**config.mk**
```make
export PLATFORM = sky130hd
export DESIGN_NAME = pce_cell
export DESIGN_NICKNAME = d
export VERILOG_FILES = /design/src/sv/pce_pkg.sv /design/src/sv/pce_cell.sv
export SDC_FILE = /design/constraint.sdc
export NUM_CORES = 1
export LEC_CHECK = 0
export BUFFER_PORTS_ARGS = -buffer_cell sky130_fd_sc_hd__buf_2
export CAP_MARGIN = 20
export CORE_UTILIZATION = 30
export DETAILED_ROUTE_END_ITERATION = 6
export GPL_ROUTABILITY_DRIVEN = 0
export SETUP_SLACK_MARGIN = 0.2
export SLEW_MARGIN = 20
export SYNTH_ARGS = -nofsm -noshare
export SYNTH_HDL_FRONTEND = slang
export SYNTH_SLANG_ARGS = --single-unit
```
**constraint.sdc**
```tcl
create_clock -name clock -period 6.6 [get_ports clock]
set_input_delay 0.33 -clock clock [delete_from_list [all_inputs] [get_ports clock]]
set_output_delay 0.33 -clock clock [all_outputs]
set_load 0.01 [all_outputs]
```
**src/sv/pce_pkg.sv**
```systemverilog
// ----------------------------------------------------------------------------
// pce_pkg
// Shared codes and default sizes for the priority collection engine.
// ----------------------------------------------------------------------------
package pce_pkg;

   localparam int MAX_ENTRIES_DEF   = 64;
   localparam int DATA_BITS_DEF     = 32;
   localparam int PRIORITY_BITS_DEF = 16;
   localparam int ID_PORT_BITS      = 6;
   localparam int DATA_PORT_BITS    = 32;
   localparam int PRIO_PORT_BITS    = 16;

   typedef enum logic [2:0] {
      OP_ADD     = 3'd0,
      OP_PROMOTE = 3'd1,
      OP_PEEK    = 3'd2,
      OP_POP     = 3'd3,
      OP_READ    = 3'd4
   } op_type;

   typedef enum logic [1:0] {
      ST_OK    = 2'd0,
      ST_FULL  = 2'd1,
      ST_BADID = 2'd2,
      ST_EMPTY = 2'd3
   } status_type;

endpackage

```
**src/sv/pce_cell.sv**
```systemverilog
// ----------------------------------------------------------------------------
// pce_cell
// One table entry. Updates its entry and the passing scan word, then hands
// the word to the next cell.
// ----------------------------------------------------------------------------
module pce_cell #(
   parameter int INDEX         = 0,
   parameter int ID_BITS       = 6,
   parameter int TGT_BITS      = 7,
   parameter int DATA_BITS     = 32,
   parameter int PRIORITY_BITS = 16
) (
   input  logic                                          clock,
   input  logic                                          reset,
   input  logic [1+3+TGT_BITS+DATA_BITS+1+ID_BITS+PRIORITY_BITS-1:0] word_i,
   input  logic [ID_BITS:0]                              clr_i,
   output logic [1+3+TGT_BITS+DATA_BITS+1+ID_BITS+PRIORITY_BITS-1:0] word_o
);
   import pce_pkg::*;

   typedef struct packed {
      logic                     live;
      logic [2:0]               op;
      logic [TGT_BITS-1:0]      tgt;
      logic [DATA_BITS-1:0]     data;
      logic                     hit;
      logic [ID_BITS-1:0]       bid;
      logic [PRIORITY_BITS-1:0] prio;
   } word_type;

   typedef struct packed {
      logic               en;
      logic [ID_BITS-1:0] id;
   } clr_type;

   word_type                 w, word_ff, word_in;
   clr_type                  clr;
   logic                     valid_ff, valid_in;
   logic [DATA_BITS-1:0]     data_ff, data_in;
   logic [PRIORITY_BITS-1:0] prio_ff, prio_in, prio_up;
   logic                     tgt_match;

   assign w         = word_i;
   assign clr       = clr_i;
   assign tgt_match = (w.tgt == TGT_BITS'(INDEX));
   assign prio_up   = (w.op == OP_PROMOTE && prio_ff != '1) ? prio_ff + 1'b1 : prio_ff;

   always_comb begin
      word_in  = w;
      valid_in = valid_ff;
      data_in  = data_ff;
      prio_in  = prio_ff;
      if (w.live) begin
         case (w.op)
            OP_ADD: begin
               if (tgt_match) begin
                  valid_in    = 1'b1;
                  data_in     = w.data;
                  prio_in     = '0;
                  word_in.hit = 1'b1;
                  word_in.bid = ID_BITS'(INDEX);
               end
            end
            OP_PROMOTE, OP_READ: begin
               if (tgt_match && valid_ff) begin
                  prio_in      = prio_up;
                  word_in.hit  = 1'b1;
                  word_in.bid  = ID_BITS'(INDEX);
                  word_in.data = data_ff;
                  word_in.prio = prio_up;
               end
            end
            OP_PEEK, OP_POP: begin
               if (valid_ff && (!w.hit || prio_ff >= w.prio)) begin
                  word_in.hit  = 1'b1;
                  word_in.bid  = ID_BITS'(INDEX);
                  word_in.data = data_ff;
                  word_in.prio = prio_ff;
               end
            end
            default: ;
         endcase
      end
      if (clr.en && clr.id == ID_BITS'(INDEX)) valid_in = 1'b0;
   end

   always_ff @(posedge clock) begin
      if (reset) begin
         valid_ff <= 1'b0;
         word_ff  <= '0;
      end else begin
         valid_ff <= valid_in;
         word_ff  <= word_in;
      end
      data_ff <= data_in;
      prio_ff <= prio_in;
   end

   assign word_o = word_ff;

endmodule
```
# Yosys cells after proc, flatten, opt, wreduce, memory -nomap -nowiden
# Index checks and enable logic that the tools add are counted.
dict set report word_totals {
  reg_bits 115
  latchBits 0
  ram_bits 0
  romBits 0
  elab_cells 45
  mem_count 0
}
dict set report classes {
  add_sub_neg 1
  n_mul 0
  n_div 0
  order_cmp 1
  eq_ne 7
  shifts 0
  muxes 11
  bitwise_logic 0
  n_reduce_logical 15
}
# op count
set ops {}
lappend ops {{$mux W55} 3}
lappend ops {{$pmux W16 S2} 2}
lappend ops {{$pmux W32 S2} 1}
lappend ops {{$mux W16} 3}
lappend ops {{$pmux W7 S3} 1}
lappend ops {{$add A16 B1 Y16 const B} 1}
lappend ops {{$ge A16 B16 Y1} 1}
lappend ops {{$ne A16 B16 Y1 const B} 1}
lappend ops {{$logic_not A7 Y1} 1}
lappend ops {{$mux W7} 1}
lappend ops {{$eq A3 B2 Y1 const B} 2}
lappend ops {{$logic_not A6 Y1} 1}
lappend ops {{$reduce_or A2 Y1} 3}
lappend ops {{$logic_and A1 B1 Y1} 4}
lappend ops {{$ne A2 B2 Y1 const B} 2}
lappend ops {{$reduce_and A4 Y1} 1}
lappend ops {{$eq A3 B1 Y1 const B} 1}
lappend ops {{$eq A3 B3 Y1 const B} 1}
lappend ops {{$logic_not A3 Y1} 1}
lappend ops {{$reduce_and A3 Y1} 1}
lappend ops {{$reduce_bool A2 Y1} 1}
lappend ops {{$logic_not A1 Y1} 1}
lappend ops {{$logic_or A1 B1 Y1} 1}

# Longest topological paths before layout
# Gate-level depths: netlist of the first run.
dict set report depth {
  ltp_word 6
  mapped_depth 10
}

# Worst setup path after synthesis of the first run
# OpenSTA, ideal clock, no wires.
dict set report synth_timing {
  path_kind {in2reg}
  from {in word_i[57]}
  to {reg prio_ff[0], enable pin}
  setup_ps 367
  arrival_time_ps 2423
  required_time_ps 6233
  slack_ps 3810
  stages 4
  n_path_buf 0
  path_cell_list {or4_4 > nor4_4 > and4_1 > a21o_1}
}
dict set report synth_between {
  elab_chain_cells 4
}
# item line
set synth_lines {}
lappend synth_lines {{start, declared} pce_cell.sv:15} ;# input logic [1+3+TGT_BITS+DATA_BITS+1+ID_BITS+PRIORITY_BITS-1:0] word_i,
lappend synth_lines {{$logic_not A7 Y1 (*)} pce_cell.sv:45} ;# assign tgt_match = (w.tgt == TGT_BITS'(INDEX));
lappend synth_lines {{$logic_and A1 B1 Y1} pce_cell.sv:65} ;# if (tgt_match && valid_ff) begin
lappend synth_lines {{$ne A2 B2 Y1 (no line)} n/a}
lappend synth_lines {{$reduce_and A4 Y1 (no line) (*)} n/a}
lappend synth_lines {{end signal, assigned} pce_cell.sv:96} ;# prio_ff <= prio_in;
lappend synth_lines {{end, declared} pce_cell.sv:40} ;# logic [PRIORITY_BITS-1:0] prio_ff, prio_in, prio_up;
# Mark *: on every way between the ends. The rest lies on a longest branch, timed or not.
# A chain may end at the register's enable or synchronous reset.

# Worst setup path in the final report of the first run
dict set report layout_timing {
  from {reg prio_ff[15]}
  to {reg word_ff, in the netlist word_o[3]}
}
dict set report layout_between {
  elab_chain_cells 6
}
# item line
set layout_lines {}
lappend layout_lines {{$ge A16 B16 Y1 or $ne A16 B16 Y1 (tied branches)} {pce_cell.sv:74, pce_cell.sv:46}}
lappend layout_lines {{$logic_or A1 B1 Y1 or $logic_and A1 B1 Y1 (tied branches)} {pce_cell.sv:74, pce_cell.sv:46}}
lappend layout_lines {{$logic_and A1 B1 Y1 or $mux W16 (tied branches)} {pce_cell.sv:74, pce_cell.sv:46}}
lappend layout_lines {{$mux W55, on equally long branches} {pce_cell.sv:74, pce_cell.sv:65}}
lappend layout_lines {{$pmux W16 S2 (*)} pce_cell.sv:54} ;# case (w.op)
lappend layout_lines {{$mux W55 (*)} pce_cell.sv:53} ;# if (w.live) begin
lappend layout_lines {{end signal, assigned} pce_cell.sv:93} ;# word_ff <= word_in;
lappend layout_lines {{end, declared} pce_cell.sv:36} ;# word_type w, word_ff, word_in;
# Marked as above.

==> metrics.md, run 1 <==
| Metric | Value |
|---|---|
| Io pins | 141 |
| Syn_nets | between 500 and 600 |
| Yosys reg bits | roughly 120 |
| Number of setup buffers added after CTS | 0 |
| Worst-Margin Slew | 1.12 ns |
| First-pass GRT wire length | 19300 um |
| Reg clk slew, reported paths | 0.06 ns |
| Core Box Area | 15800 sq um |
| Number of synthesized flops with an enable pin | 48 |
| DRT Wirelength | ~12000 um |
| PD cells | a little under 300 nW/um^2 |
| Max-slew headroom | 25.1% |
| Final hold vios | 0 |
| Cell variety after synth | 61 |
| Total CTS buffers | 17 |
| Setup violators final | 0 |
| CP Capture Type | flop |
| Fmax | 316 MHz |
| Sequential share of the synthesized area | 57.6% |
| CTS Root Cell | clkbuf_16 |
| CP max FO | 11 |
| Max Cap Viol | 0 |
| Status | complete, no violations |
| Final Critical Period | around 3.2 ns |
| H-tree levels | 4 |
| Syn Std Cell Area | 4830 sq um |
| Non-Filler Instances | between 700 and 800 |
| WL/cell | between 15 and 20 um |
| Startpoint Class | flop |
| Syn. warnings | 0 |
| Skew-Pair Late Insertion Delay | 0.41 ns |
| Antenna fix cells | 0 |
| Die X | 129 um |
| Num rows | 46 |
| Worst vdd ir | 0.000202 V |
| Met2 usage | 24.7% |
| TritonCTS clock tree | done |
| Clock buffer depth | 2 |
| Global route hottest layer | met2 |
| Required time of the critical path | between 6 and 7 ns |
| Post-synthesis cell count | 410 |
| RSZ-0062 raised after global routing | no |
| GR Overflow Total | 0 |
| Met1 usage | 19.0% |
| DPL Wire Length | 8700 um |
| PortBufs | 140 |
| Pre-antenna DRT Iters | 5 |
| Critical path class | reg2reg |
| Die Y | 129 um |
| Synth Flop Type | dfxtp_1 |
| Vias per cell | around 4.8 |
| Commonest non-fill, non-tap cell in the layout | buf_2 |
| CTS Hold Bufs | 0 |
| Largest net degree at the start of global routing | between 40 and 50 |
| Routing usage on met3 | 3.78% |
| Ys async rst share | 0% |
| GRT Util Overall | 15.3% |
| Total number of vias | ~3700 |
| Initial antenna violation count | 0 |
| DRC | 0 |
| Dpl cells | 750 |
| Final clock skew | 0.0101 ns |
| Final net count | roughly 650 |
| Synthesized area per cell | 11.8 sq um |
| Post-DRT Antenna Nets | 0 |
| Iteration-0 DRC Markers | 225 |
| Most frequent cells in the layout | buf_2, dfxtp_1, edfxtp_1 |
| Clock Sinks | 115 |
| Initial Utilization | 30.5% |
| Slew Viols, Final | 0 |
| Post-CTS Resized | 0 |
| Share of layout cells above drive strength 1 | 33.4% |
| Die area | around 17000 sq um |
| Synth-to-Final Area Change | 30.9% |
| Worst endpoint data arrival time | roughly 3.5 ns |
| Crit share post-route | a little under half |
| Leakage | roughly 2.7 nW |
| Vias in the first global route | 3703 |
| Final TNS setup | 0 ns |
| Tightest Hold Check Type | in2reg |
==> synth_stat cells (all sizes together), types with 7 or more instances <==
cell type | instances | area [sq um]
dfxtp | 67 | 1340
edfxtp | 48 | 1440
nor2 | 35 | 134
a22o | 32 | 280
nand2 | 25 | 110
inv | 21 | 78.8
ha | 17 | 213
buf | 12 | 100
a21oi | 11 | 55.1
nor2b | 11 | 68.8
xnor2 | 11 | 96.3
nand3 | 10 | 50.1
nor3 | 9 | 50.1
a21o | 8 | 60.1
a221o | 8 | 80.1
nor3b | 7 | 52.6
==> area by class of cell <==
cell class | count | area, sq um
Clock inverter | 13 | 145
Clock buffer | 19 | 475
Multi-Input combinational cell | 256 | 1850
Fill cell | 1555 | 9510
Timing Repair Buffer | 142 | 716
Sequential cell | 115 | 2780
Inverter | 21 | 78.8
Tap cell | 216 | 270
==> worst paths after layout <==
kind / from / end / slack (ns) / cells past startpoint
hold / removal: word_i[32] / data_ff[9] / 0.11 / 1
setup reg to reg: prio_ff[15] / word_o[3] / 3.44 / 7
setup / recovery: prio_ff[15] / word_o[3] / 3.44 / 7
hold reg to reg: data_ff[7] / word_o[30] / 0.45 / 1
==> state kept, by name, indices dropped and copies added, names as in the netlist <==
register,count
valid_ff,1
prio_ff,16
word_o,66
data_ff,32
==> worst max-delay path: stages (launching register included) <==
cell,delay (ns)
edfxtp_1,0.46
ha_1,0.37
nand4_1,0.16
nor3_1,0.50
nand3_1,0.26
a311oi_2,1.01
o21a_1,0.24
a221o_1,0.10
==> per-layer routing <==
metal	wire [um]	part of all wire, %	up-vias
met3	646	5.3	20
met1	5550	46	1754
met2	5640	47	137
met5	0	0	-
met4	291	2.4	0
li1	-	-	1815
==> power by group <==
group,switching [mW],internal [mW]
Clock,0.335,0.603
Sequential,0.00555,0.763
Combinational,0.0693,0.0589
Total,0.410,1.42
==> through the flow <==
step,power [mW],utilization (%),instance area [sq um],worst slack [ns],hold WS [ns]
final,1.84,39.9,6320,3.44,0.114
after global routing,1.91,39.9,6320,3.25,0.0969
after CTS,1.86,39.9,6320,3.53,0.0910
after detailed placement,0.911,36.0,5700,3.58,0.440
after global placement,0.910,36.0,5700,3.62,0.439
after floorplan,0.849,-,4830,3.81,0.429
==> kinds of logic after synthesis <==
| kind of cell | count (synthesis) | synth area share, % |
|---|---|---|
| flip-flops | 115 | 57.6 |
| multiplexers | 1 | 0.207 |
| AND/OR/NAND/NOR | 123 | 14.2 |
| buffers and inverters | 39 | 4.22 |
| AO/OA/AOI/OAI | 98 | 16.3 |
| adder cells (fa/ha/maj) | 18 | 4.61 |
| XOR/XNOR | 16 | 2.90 |
No activity file was read; power rests on OpenSTA's default activity.
==> run 2: changes to the inputs <==
- clock period: 6.6 -> 2.93 ns (I/O delays scaled with it)
==> metrics.md, run 2 (synthesis results as in run 1) <==
| Metric | Value |
|---|---|
| Clock buffer depth | 2 (unchanged) |
| CTS Root Cell | clkbuf_16 |
| CP max stage delay | 0.59 ns (-0.42 ns) |
| Final net count | 704 (+9.1%) |
| Final clock skew | 0.00976 ns (-0.000323 ns) |
| Iteration-0 DRC Markers | 242 (+7.6%) |
| Vias in the first global route | 3827 (+3.3%) |
| DRT Wirelength | 12700 um (+4.5%) |
| Final instance area | 6890 sq um (+9.0%) |
| Final Critical Period | around 2.6 ns |
| Die area | 16600 sq um (unchanged) |
| Die Y | 129 um (unchanged) |
| CP Capture Type | flop |
| DPL Wire Length | 8800 um (+1.2%) |
| Num rows | 46 (unchanged) |
| Worst-Margin Slew | 0.670 ns (-0.453 ns) |
| Post-CTS Resized | 0 (unchanged) |
| Crit-path cells | dlygate4sd3_1 -> buf_2 -> ha_1 -> nand2b_1 -> a2111o_1 -> and3_4 -> or4_4 -> nand2_8 -> a221o_1 |
| GR Overflow Total | 0 (unchanged) |
| Initial Utilization | 30.5% (unchanged) |
| Worst endpoint data arrival time | 2.97 ns (-0.54 ns) |
| Antenna fix cells | 0 (unchanged) |
| Status | complete, no violations |
| Die X | 129 um (unchanged) |
| Commonest non-fill, non-tap cell in the layout | buf_2 |
| Most frequent cells in the layout | buf_2, dfxtp_1, dlygate4sd3_1 |
| Vias per cell | 4.68 (-1.8%) |
| Share of layout cells above drive strength 1 | 31.2% (-2.2 points) |
| Number of setup buffers added after CTS | 0 (unchanged) |
| First-pass GRT wire length | 19200 um (-0.43%) |
| Worst vdd ir | 0.000391 V (+94%) |
| Total number of vias | 3934 (+5.6%) |
| Pre-antenna DRT Iters | 4 (-1) |
| Final hold vios | 0 (unchanged) |
| Slew Viols, Final | 0 (unchanged) |
| Final TNS setup | 0 ns (unchanged) |
| Clock Sinks | 115 (unchanged) |
| WL/cell | 15.1 um (-2.9%) |
| GRT Util Overall | 15.6% (+0.23 points) |
| Required time of the critical path | 3.29 ns (-3.66 ns) |
| DRC | 0 (unchanged) |
| CTS Hold Bufs | 53 (+53) |
| Startpoint Class | input port |
| Pwr Total | 4.20 mW (+130%) |
| Dpl cells | 756 (+0.80%) |
| Post-DRT Antenna Nets | 0 (unchanged) |
| Reg clk slew, reported paths | 0.06 ns (about the same) |
| Worst path slowest cell | or4_4 |
| CP max FO | 40 (+29) |
| Area after DPL | 5740 sq um (+0.68%) |
| Skew-Pair Late Insertion Delay | 0.42 ns (about the same) |
| Non-Filler Instances | 841 (+7.5%) |
| Tightest Hold Check Type | in2reg |
| Largest register FFs | 66 (unchanged) |
| Total CTS buffers | 17 (unchanged) |
| Io pins | 141 (unchanged) |
| RSZ-0062 raised after global routing | no |
| PortBufs | 140 (unchanged) |
| Largest net degree at the start of global routing | 41 (unchanged) |
| Leakage | 2.93 nW (+9.4%) |
| Synth-to-Final Area Change | 42.7% |
| Max Cap Viol | 0 (unchanged) |
| PD cells | 609 nW/um^2 (+110%) |
| TritonCTS clock tree | done |
| Crit share post-route | between 80% and 90% |
| H-tree levels | 4 (unchanged) |
| Initial antenna violation count | 0 (unchanged) |
| Setup violators final | 0 (unchanged) |
| Fmax | 383 MHz |
| Critical path class | in2reg |
| Core Box Area | 15800 sq um (unchanged) |
| Max-slew headroom | 54.9% (+30 points) |
-- run 2: metal layers --
layer | vias to the layer above | global-route usage, % | share of wire (%)
met5 | - | 0 | 0
met4 | 0 | 6.71 | 1.8
met3 | 19 | 5.11 | 5.9
met2 | 145 | 25.8 | 48
met1 | 1839 | 18.4 | 44
li1 | 1931 | - | -
-- run 2: critical path, delay by kind of cell --
kind | cells | cell delay, ns
adder cells (fa/ha/maj) | 1 | 0.27
buffers and inverters | 2 | 0.68
AND/OR/NAND/NOR | 4 | 1.20
AO/OA/AOI/OAI | 2 | 0.65
-- run 2: area by class of cell --
class	count	area [sq um]
clock buffers	19	475
clock inverters	13	148
fillers	1475	8930
inverters	21	78.8
multi-input cells	256	1850
flip-flops and latches	115	2780
well taps	216	270
repair buffers	201	1290
-- run 2: through the flow --
step	hold slack (ns)	worst slack [ns]	utilization [%]
final	0.0169	0.319	43.6
after global routing	0.0192	0.205	43.6
after CTS	0.00337	0.324	43.6
after detailed placement	0.345	0.358	36.3
after global placement	0.347	0.353	36.3
after floorplan	0.245	0.323	-
-- run 2: worst paths after layout --
check,start,to,slack (ns),depth (start not counted)
hold / removal,word_i[10],word_o[10],0.02,2
setup / recovery,word_i[0],word_o[5],0.32,9
hold reg to reg,data_ff[5],word_o[28],0.45,1
setup reg to reg,prio_ff[3],word_o[5],0.35,6
-- run 2: report_power, final --
part | leakage (nW) | total (mW) | switching, mW | internal (mW)
combinational | 1.64 | 0.347 | 0.166 | 0.181
sequential | 0.993 | 1.73 | 0.0127 | 1.72
clock | 0.298 | 2.12 | 0.764 | 1.36
total | 2.93 | 4.20 | 0.943 | 3.26
==> run 3: changes to the inputs <==
- MAX_ROUTING_LAYER: unset -> met4
==> metrics.md, run 3 (synthesis results as in run 1) <==
| Metric | Value |
|---|---|
| Num rows | 46 (unchanged) |
| Combinational fraction of design power | 8.3% (about the same) |
| Total number of vias | 3934 (unchanged) |
| CP max stage delay | 0.54 ns (-0.05 ns) |
| Worst vdd ir | 0.000389 V (-0.62%) |
| CTS Root Cell | clkbuf_16 |
| Pwr Total | 4.20 mW (about the same) |
| Status | complete, no violations |
| Final instance area | 6890 sq um (unchanged) |
| WL/cell | 15.0 um (-0.18%) |
| Dpl cells | 756 (unchanged) |
| Total CTS buffers | 17 (unchanged) |
| Die X | 129 um (unchanged) |
| Final hold vios | 0 (unchanged) |
| RSZ-0062 raised after global routing | no |
| Initial Utilization | 30.5% (unchanged) |
| WP depth | 10 (+1) |
| Switching share of power | 22.4% (-0.052 points) |
| GR Overflow Total | 0 (unchanged) |
| First-pass GRT wire length | 19200 um (about the same) |
| Kind of cell adding the most delay to the critical path | compound AO/OA/AOI/OAI gates |
| PortBufs | 140 (unchanged) |
| Reg clk slew, reported paths | 0.06 ns (about the same) |
| Hold Crit Depth | 2 (unchanged) |
| CP bufs+invs | 3 (+1) |
| Area after DPL | 5740 sq um (unchanged) |
| Iteration-0 DRC Markers | 271 (+12%) |
| Final clock skew | 0.0119 ns (+0.00218 ns) |
| Crit share post-route | 89.0% (about the same) |
| Largest register FFs | 66 (unchanged) |
| DRC | 0 (unchanged) |
| GRT Util Overall | 16.0% (+0.48 points) |
| Worst path slowest cell | dlygate4sd3_1 |
| Commonest non-fill, non-tap cell in the layout | buf_2 |
| Pre-antenna DRT Iters | 4 (unchanged) |
| Final Critical Period | 2.61 ns (-0.00182 ns) |
| Setup violators final | 0 (unchanged) |
| Hold WS | 0.0206 ns (+0.00371 ns) |
| DRT Wirelength | 12700 um (-0.18%) |
| Slew Viols, Final | 0 (unchanged) |
| Worst Reg-to-Reg Cells | 7 (+1) |
| Crit-path cells | dlygate4sd3_1 -> buf_2 -> ha_1 -> nand2b_1 -> a2111o_1 -> and3_4 -> o31ai_1 -> a21oi_2 -> buf_4 -> a22o_1 |
| Most frequent cells in the layout | buf_2, dfxtp_1, dlygate4sd3_1 |
| CP Capture Type | flop |
| Post-CTS Resized | 0 (unchanged) |
| Io pins | 141 (unchanged) |
| Die Y | 129 um (unchanged) |
| TritonCTS clock tree | done |
| Antenna fix cells | 0 (unchanged) |
| Clock share of power | 50.5% (about the same) |
| Cell internal pwr | 3.26 mW (about the same) |
| Share of layout cells above drive strength 1 | 31.2% (unchanged) |
| DPL Wire Length | 8800 um (unchanged) |
| Clock Sinks | 115 (unchanged) |
| Largest net degree at the start of global routing | 41 (unchanged) |
| Skew-Pair Late Insertion Delay | 0.42 ns (about the same) |
| Initial antenna violation count | 0 (unchanged) |
| Startpoint Class | input port |
| Fill cell count | 1475 (unchanged) |
| Tightest Hold Check Type | in2reg |
| Non-Filler Instances | 841 (unchanged) |
| Synth-to-Final Area Change | 42.7% (unchanged) |
| Leakage | 2.93 nW (unchanged) |
| Required time of the critical path | 3.23 ns (-0.06 ns) |
| Max Cap Viol | 0 (unchanged) |
| Worst-Margin Slew | 0.627 ns (-0.0429 ns) |
| Seq pwr share | 41.2% (about the same) |
| Critical path class | in2reg |
| Final net count | 704 (unchanged) |
| Post-DRT Antenna Nets | 0 (unchanged) |
| Sw Pwr | 0.940 mW (-0.30%) |
| Clock buffer depth | 2 (unchanged) |
| PD cells | 609 nW/um^2 (about the same) |
| Final TNS setup | 0 ns (unchanged) |
| Worst endpoint data arrival time | 2.91 ns (-0.06 ns) |
| Max-slew headroom | 57.8% (+2.9 points) |
| Core Box Area | 15800 sq um (unchanged) |
| H-tree levels | 4 (unchanged) |
| Die area | 16600 sq um (unchanged) |
| Fmax | 383 MHz (about the same) |
| CP max FO | 32 (-20%) |
| Vias in the first global route | 3835 (+0.21%) |
| Vias per cell | 4.68 (unchanged) |
[run 3: cell counts in the layout (fill, tap and decap cells not counted)]
Identical to the previous run, type by type.
[run 3: area by class of cell]
| type | instances | area, sq um | area share, % |
|---|---|---|---|
| Clock buffer | 19 | 475 | 6.90 |
| Clock inverter | 13 | 148 | 2.14 |
| Inverter | 21 | 78.8 | 1.14 |
| Multi-Input combinational cell | 256 | 1850 | 26.8 |
| Sequential cell | 115 | 2780 | 40.4 |
| Tap cell | 216 | 270 | 3.92 |
| Timing Repair Buffer | 201 | 1290 | 18.7 |
[run 3: metal layers]
layer | vias to the layer above | global-route usage [%] | share of wire, %
met5 | - | - | 0
met4 | 0 | 6.71 | 1.6
met2 | 142 | 25.9 | 48
met1 | 1839 | 18.4 | 45
li1 | 1936 | - | -
met3 | 17 | 4.95 | 5.4
[run 3: timing repair]
item | in CTS | in global routing
hold endpoints to repair | 85 | 0
hold buffers | 53 | 0
buffers inserted | 0 | 0
[run 3: worst paths after layout]
check / startpoint / endpoint / slack, ns
max reg2reg: prio_ff[3] / word_o[40] / 0.35
max: word_i[0] / word_o[40] / 0.32
min reg2reg: data_ff[15] / word_o[38] / 0.45
min: word_i[10] / word_o[10] / 0.02
[run 3: power by group through the flow]
| stage | logic, mW | registers (mW) | clock network (mW) |
|---|---|---|---|
| 2_1_floorplan | 0.119 | 1.79 | 0 |
| 3_3_place_gp | 0.287 | 1.76 | 0 |
| 3_5_place_dp | 0.291 | 1.76 | 0 |
| 4_1_cts | 0.349 | 1.73 | 2.17 |
| 5_1_grt | 0.380 | 1.73 | 2.24 |
| 6_report | 0.347 | 1.73 | 2.12 |
[run 3: per-stage QoR]
step	util [%]	setup WS (ns)
after CTS	43.6	0.324
after global placement	36.3	0.353
after detailed placement	36.3	0.358
after global routing	43.6	0.205
after floorplan	-	0.323
final	43.6	0.321
